===== config.mk =====
export PLATFORM = sky130hd
export DESIGN_NAME = tieu_regfile
export DESIGN_NICKNAME = d
export VERILOG_FILES = /design/src/sv/tieu_regfile.sv
export SDC_FILE = /design/constraint.sdc
export NUM_CORES = 1
export LEC_CHECK = 0
export BUFFER_PORTS_ARGS = -buffer_cell sky130_fd_sc_hd__buf_2
export CORE_MARGIN = 2
export CORE_UTILIZATION = 40
export DETAILED_ROUTE_END_ITERATION = 10
export MAX_ROUTING_LAYER = met4
export PLACE_DENSITY = 0.53
export SETUP_SLACK_MARGIN = 0.15
export SYNTH_ARGS = -nofsm -noshare
export SYNTH_HDL_FRONTEND = slang
export SYNTH_SLANG_ARGS = --single-unit

===== constraint.sdc =====
create_clock -name clk -period 6.35 [get_ports clk]
set_input_delay 1.27 -clock clk [delete_from_list [all_inputs] [get_ports clk]]
set_output_delay 1.27 -clock clk [all_outputs]
set_load 0.01 [all_outputs]

===== src/sv/tieu_regfile.sv =====
// ----------------------------------------------------------------------------
// tieu_regfile
// Register file: synchronous memory, two read ports, one write port, per-entry
// valid bits for the all-zero reset and write-to-read forwarding.
// ----------------------------------------------------------------------------
module tieu_regfile #(
  parameter int REG_COUNT = 32
) (
  input  logic                         clk,
  input  logic                         rst_n,
  input  logic                         rd_en,
  input  logic [$clog2(REG_COUNT)-1:0] rd_addr_a,
  input  logic [$clog2(REG_COUNT)-1:0] rd_addr_b,
  input  logic                         wr_en,
  input  logic [$clog2(REG_COUNT)-1:0] wr_addr,
  input  logic [31:0]                  wr_data,
  output logic [31:0]                  rd_data_a,
  output logic [31:0]                  rd_data_b
);

  logic [31:0]          mem [REG_COUNT];
  logic [REG_COUNT-1:0] valid_r;
  logic [31:0]          mem_a_r, mem_b_r, fwd_data_r;
  logic                 vld_a_r, vld_b_r, fwd_a_r, fwd_b_r;

  always_ff @(posedge clk) begin
    if (wr_en) begin
      mem[wr_addr] <= wr_data;
    end
    if (rd_en) begin
      mem_a_r <= mem[rd_addr_a];
      mem_b_r <= mem[rd_addr_b];
      fwd_data_r <= wr_data;
    end
  end

  always_ff @(posedge clk) begin
    if (!rst_n) begin
      valid_r <= '0;
      vld_a_r <= 1'b0;
      vld_b_r <= 1'b0;
      fwd_a_r <= 1'b0;
      fwd_b_r <= 1'b0;
    end else begin
      if (wr_en) begin
        valid_r[wr_addr] <= 1'b1;
      end
      if (rd_en) begin
        vld_a_r <= valid_r[rd_addr_a];
        vld_b_r <= valid_r[rd_addr_b];
        // a write landing on the same edge as the read wins
        fwd_a_r <= wr_en && (wr_addr == rd_addr_a);
        fwd_b_r <= wr_en && (wr_addr == rd_addr_b);
      end
    end
  end

  assign rd_data_a = fwd_a_r ? fwd_data_r : (vld_a_r ? mem_a_r : 32'd0);
  assign rd_data_b = fwd_b_r ? fwd_data_r : (vld_b_r ? mem_b_r : 32'd0);

endmodule


==> out/results.ini, run 1 <==
[run_status]
run_status=complete, no violations

[worst_setup_path]
worstPathCellList=nor2b_4, buf_4, a22o_1, buf_2
critical-path-slowest-cell=sky130_fd_sc_hd__nor2b_4
critPathCaptureType=output port
cp_num_buf_inv=2
critical_path.max_stage_delay_ps=1040
required_time_worst_endpoint_ps=5080
crit_arrival_ps=3070
path_class=reg -> out
path_delay_family=simple AND/OR/NAND/NOR gates
timing.critical_path.fanout_max=20
worstSetupStartpointType=flip-flop

[run]
cap_viol_max_count=0

[pwr]
combPwrFrac=0.076
power_density_nw_per_um2=289
worst_ir_drop_vdd_mv=0.277
netSwitchingFraction=0.223
power.switching_mw=3.81
internal-power_mw=13.3
clk_network_pwr_share=0.421
total_power_after_layout_mw=17.1
power.sequential.fraction=0.503
lkg_pwr_nw=18.5

[layout]
final_layout_size_suffix_gt1_frac=0.439
final_core_utilization=0.457
final_std_cells_w_o_fill=4275
design.final.nets=2478
synthToLayoutAreaGrowth_pct=13.4
fill_cells=10792

[clock_network]
clock_tree.root_cell=sky130_fd_sc_hd__clkbuf_16
cts.repair_timing.setup_buffer_count=0
numCtsBuffers=130
number_of_buffers_on_the_longest_clock_path=3
clock_tree_from_tritoncts=yes
cts_resized=0
clk_latency_ps=750
holdBufCountCts=0
clkSinkCount=1156
clk_transition_reported_paths_ps=60
ctsHtreeMaxLevel=4

[global_route]
grt_pass1_vias=28348
grtUsageMet2=0.375
busiest_layer=met2
number_of_antenna_violations_at_the_first_check_in_global_routing=5
globalRouteTotalUtil=0.240
grt-ovfl-total=0
maximum_number_of_pins_on_one_net_before_global_route_repair=110
grtUsageMet3=0.0532
grt_use_met1=0.308
grt_first_pass_wirelength_mm=214

[yosys]
synth-seq-cells=1156
synth_top_area_share=0.645
cell_area_after_synthesis_um2=52200
synth_commonest_cells=sky130_fd_sc_hd__edfxtp_1, sky130_fd_sc_hd__mux4_2, sky130_fd_sc_hd__clkbuf_1
yosys_most_used_dff=sky130_fd_sc_hd__edfxtp_1
synth_cells=2290
synthArstFlopShare=0
yosys-top-cells-area=sky130_fd_sc_hd__edfxtp_1, sky130_fd_sc_hd__mux4_2, sky130_fd_sc_hd__dfxtp_1, sky130_fd_sc_hd__mux2_2, sky130_fd_sc_hd__a22o_1
number_of_nets_in_the_synthesized_netlist=2341
yosys.cell_count.top_type=sky130_fd_sc_hd__edfxtp_1
synth_edf_count=1120
post_synth_num_cell_types=33
yosysTopAreaCell=sky130_fd_sc_hd__edfxtp_1
synthesis.yosys.warnings=0
postSynthAreaPerCell_um2=22.8
synth_sequential_area_ratio=0.658

[placement]
dp_hpwl_mm=82.2
place_congestion=0.796
io_buffer_count=114
place.detailed.instances=4037
post-place-ws_ps=2150

[timing]
fin_worst_skew_ps=19.5
hold_violations=0
grt_setup_unrepaired=no
maxClockFrequency_mhz=230
slew_headroom=0.0925
setup-tns-final_ps=0
timing.final.max_slew_violations=0
worst_slew_pin_slew_ps=1360
layout_setup_ws_ps=2010
min_period_over_period=0.684
finalWorstPathRequiredPeriod_ps=4340
total_of_endpoints_with_negative_setup_slack_in_the_final_report=0

[route]
drt-vias-per-instance=6.14
wirelength_mm=152
vias=26231
first_iter_violations=2741
drc_violations=0
drt_pass1_iterations=5
drt-wirelength-per-cell_um=35.5
postRouteAntennaNets=0

[die]
std_cell_rows=132
dieHeight_um=365
num_io_pins=115
fp.dieW_um=365
fp.dieArea_um2=133000
initial_core_util=0.403
core_um2=129000

[hold_path]
hold_path_class=reg -> reg

-- layer usage --
layer  share of wire  routed length, um  vias up
met3           0.071              10700      250
met1            0.40              61100    14455
met2            0.49              74300     1008
met4           0.036               5450        0
met5               0                  0        -
li1                -                  -    10518
-- final cells by class --
class | count | area (um^2) | area share
Timing Repair Buffer | 191 | 1430 | 0.0242
Antenna cell | 7 | 17.5 | 0.000296
Sequential cell | 1156 | 34400 | 0.581
Clock inverter | 65 | 524 | 0.00886
Tap cell | 1742 | 2180 | 0.0368
Multi-Input combinational cell | 948 | 17200 | 0.290
Clock buffer | 166 | 3490 | 0.0591
-- final timing paths --
kind / start / end / slack (ps) / cells past startpoint
max reg2reg: mem[10][7] / mem_a_r[7] / 4290 / 3
max: vld_b_r / rd_data_b[14] / 2010 / 4
min reg2reg: valid_r[2] / valid_r[2] / 490 / 1
min: valid_r[2] / valid_r[2] / 490 / 1
-- power by group through the flow --
stage | clock [mW] | sequential (mW) | combinational, mW
4_1_cts | 7.35 | 8.59 | 1.32
3_3_place_gp | 0 | 8.74 | 1.31
3_5_place_dp | 0 | 8.75 | 1.32
2_1_floorplan | 0 | 8.72 | 0.851
5_1_grt | 7.65 | 8.60 | 1.38
6_report | 7.19 | 8.59 | 1.30
-- cells in the final DEF, fill, tap and decap left out, types with 5 or more instances in the layout --
cell                        synthesis  routed
sky130_fd_sc_hd__clkinv_8           0       5
sky130_fd_sc_hd__buf_12             0      17
sky130_fd_sc_hd__buf_2             29     103
sky130_fd_sc_hd__nand2b_1           5       5
sky130_fd_sc_hd__a22oi_1            7       7
sky130_fd_sc_hd__mux2i_1           32      32
sky130_fd_sc_hd__a22o_1            65      65
sky130_fd_sc_hd__nand2_1           11      11
sky130_fd_sc_hd__nor2_4             0      32
sky130_fd_sc_hd__mux2_2            64      64
sky130_fd_sc_hd__nand3_1            9       9
sky130_fd_sc_hd__diode_2            0       7
sky130_fd_sc_hd__clkbuf_1          95      30
sky130_fd_sc_hd__o21a_1            32      32
sky130_fd_sc_hd__edfxtp_1        1120    1120
sky130_fd_sc_hd__dfxtp_1           36      34
sky130_fd_sc_hd__buf_4             28      64
sky130_fd_sc_hd__a21oi_1            6       6
sky130_fd_sc_hd__nand3b_1           5       5
sky130_fd_sc_hd__clkinv_2           0      20
sky130_fd_sc_hd__clkinv_1           0      27
sky130_fd_sc_hd__inv_6              0       7
sky130_fd_sc_hd__bufinv_16          0       6
sky130_fd_sc_hd__xor2_1             8       8
sky130_fd_sc_hd__clkbuf_16          0     134
sky130_fd_sc_hd__mux4_2           640     640
-- worst register-to-register path, stage by stage, from the launching register on --
cell                       delay, ps
sky130_fd_sc_hd__edfxtp_1        390
sky130_fd_sc_hd__mux4_2          490
sky130_fd_sc_hd__mux4_2          580
sky130_fd_sc_hd__mux2_2          330
-- state kept, by name, summed over array words and instances (netlist names) --
register / count
mem: 1024
fwd_data_r: 32
mem_a_r: 32
mem_b_r: 32
valid_r: 32
fwd_a_r: 1
fwd_b_r: 1
vld_a_r: 1
vld_b_r: 1
-- through the flow --
stage	hold WS [ps]	instance area [um^2]
floorplan	461	52200
global route	511	59200
detailed placement	478	55100
finish	490	59200
CTS	493	59100
global placement	470	55100
-- kinds of logic (layout without fill, tap and decap cells) --
logic type,Yosys count,after routing,share of synthesized area
AOI/OAI and AO/OA,118,118,0.0181
xor gates and xnor gates,10,10,0.00168
buffers and inverters,186,422,0.0175
DFF,1156,1156,0.658
muxes,736,736,0.296
other,0,7,0
and+or+nand+nor,84,84,0.00796
(Power assumes the default switching activity.)
==> run 2: changes to the inputs <==
--- a/config.mk
+++ b/config.mk
@@ -10,7 +10,7 @@
 export CORE_UTILIZATION = 40
 export DETAILED_ROUTE_END_ITERATION = 10
 export MAX_ROUTING_LAYER = met4
-export PLACE_DENSITY = 0.53
+export PLACE_DENSITY = 0.55
 export SETUP_SLACK_MARGIN = 0.15
 export SYNTH_ARGS = -nofsm -noshare
 export SYNTH_HDL_FRONTEND = slang
==> constraint.sdc (replaced) <==
create_clock -name clk -period 3.9 [get_ports clk]
set_input_delay 0.78 -clock clk [delete_from_list [all_inputs] [get_ports clk]]
set_output_delay 0.78 -clock clk [all_outputs]
set_load 0.01 [all_outputs]
==> out/results.ini, run 2 (synthesized netlist as in run 1, its figures left out) <==
[global_route]
grt_first_pass_wirelength_mm=220
globalRouteTotalUtil=0.248
maximum_number_of_pins_on_one_net_before_global_route_repair=63
number_of_antenna_violations_at_the_first_check_in_global_routing=3
grt-ovfl-total=0
grt_pass1_vias=28627

[route]
drc_violations=0
wirelength_mm=157
drt-wirelength-per-cell_um=36.2
drt_pass1_iterations=5
first_iter_violations=3357
vias=27367
drt-vias-per-instance=6.31
postRouteAntennaNets=0

[layout]
design.final.nets=2541
final_layout_size_suffix_gt1_frac=0.457
final_common_cell=sky130_fd_sc_hd__edfxtp_1
largest_reg_flops=1024
synthToLayoutAreaGrowth_pct=15.8
fill_cells=10678
top_register=mem
layout.cells.most_common_list=sky130_fd_sc_hd__edfxtp_1, sky130_fd_sc_hd__mux4_2, sky130_fd_sc_hd__clkbuf_16

[pwr]
power.sequential.fraction=0.492
lkg_pwr_nw=19.0
clk_network_pwr_share=0.431
power.switching_mw=6.36
total_power_after_layout_mw=28.5
combPwrFrac=0.077
internal-power_mw=22.1
worst_ir_drop_vdd_mv=0.463
power_density_nw_per_um2=471
netSwitchingFraction=0.223

[timing]
setup-tns-final_ps=0
worst_slew_pin_slew_ps=952
grt_setup_unrepaired=no
total_of_endpoints_with_negative_setup_slack_in_the_final_report=0
layout_setup_ws_ps=409
finalWorstPathRequiredPeriod_ps=3490
maxClockFrequency_mhz=286
slew_headroom=0.365
fin_worst_skew_ps=30.5
min_period_over_period=0.895
timing.final.max_slew_violations=0
hold_violations=0

[die]
core_um2=129000
num_io_pins=115
fp.dieW_um=365
initial_core_util=0.403
std_cell_rows=132
dieHeight_um=365
fp.dieArea_um2=133000

[clock_network]
clk_transition_reported_paths_ps=60
clkSinkCount=1156
clock_tree_from_tritoncts=yes
cts_resized=0
numCtsBuffers=130
ctsHtreeMaxLevel=4
clk_latency_ps=770
cts.repair_timing.setup_buffer_count=0
clock_tree.root_cell=sky130_fd_sc_hd__clkbuf_16
holdBufCountCts=0
number_of_buffers_on_the_longest_clock_path=3

[worst_setup_path]
rr_startpoint=mem[31][6]
startpoint=vld_b_r
worstPathCellList=nor2b_4, buf_4, a22o_1, buf_2
path_delay_family=buffers and inverters
worstSetupStartpointType=flip-flop
critical-path-slowest-cell=sky130_fd_sc_hd__buf_4
timing.critical_path.fanout_max=26
critPathCaptureType=output port
path_class=reg -> out
required_time_worst_endpoint_ps=3120
crit_arrival_ps=2710
critical_path.max_stage_delay_ps=650
cp_num_buf_inv=2

[placement]
io_buffer_count=114
dp_hpwl_mm=85.1
post-place-ws_ps=684
place_congestion=0.808

[hold_path]
min-delay-start=wr_en
hold_path_class=in -> reg

[run_status]
run_status=complete, no violations

[run]
cap_viol_max_count=0

[run 2: cell types whose count changed in the layout (fill, tap and decap cells not counted), sizes merged]
cell	before	now
buf	191	254
bufinv	6	12
clkbuf	166	160
clkinv	52	54
clkinvlp	0	7
diode	7	1
inv	7	5
[run 2: per-layer routing]
layer	track usage	up-vias	wire length [um]
li1	-	10657	-
met1	0.329	15142	63300
met2	0.389	1292	77100
met3	0.0436	276	11800
met4	0.0826	0	4980
met5	-	-	0
[run 2: power groups by stage]
| stage | clock network (mW) | registers [mW] | logic (mW) |
|---|---|---|---|
| final | 12.3 | 14.0 | 2.19 |
| after global routing | 13.0 | 14.0 | 2.31 |
| after CTS | 12.5 | 14.0 | 2.22 |
| after detailed placement | 0 | 14.3 | 2.21 |
| after global placement | 0 | 14.2 | 2.19 |
| after floorplan | 0 | 14.2 | 1.39 |
[run 2: final timing paths]
path                                     end  slack [ps]  depth (start not counted)
worst max-delay path            rd_data_b[9]         410                          4
worst min-delay path                 fwd_a_r         370                          3
worst max register to register    mem_a_r[6]        1920                          3
worst min register to register   valid_r[12]         490                          1
[run 2: cell type report]
cell class / instances / area (um^2) / share of cell area
Antenna cell: 1 / 2.50 / 0.0000414
Clock buffer: 160 / 3480 / 0.0576
Clock inverter: 78 / 781 / 0.0129
Multi-Input combinational cell: 948 / 17200 / 0.284
Sequential cell: 1156 / 34400 / 0.569
Tap cell: 1742 / 2180 / 0.0361
Timing Repair Buffer: 254 / 2450 / 0.0406
[run 2: tightest hold or removal path: stages]
cell                       delay, ps
sky130_fd_sc_hd__buf_2           130
sky130_fd_sc_hd__nand4_1          90
sky130_fd_sc_hd__a21boi_0         80
[run 2: stage by stage]
| step | util | hold slack [ps] | instance area [um^2] | std cells |
|---|---|---|---|---|
| 3_5_place_dp | 0.434 | 476 | 56100 | 4100 |
| 5_1_grt | 0.467 | 355 | 60400 | 4339 |
| 6_report | 0.467 | 375 | 60400 | 4339 |
| 4_1_cts | 0.467 | 310 | 60400 | 4338 |
| 3_3_place_gp | 0.434 | 473 | 56100 | 4100 |
| 2_1_floorplan | - | 461 | 52200 | 2290 |
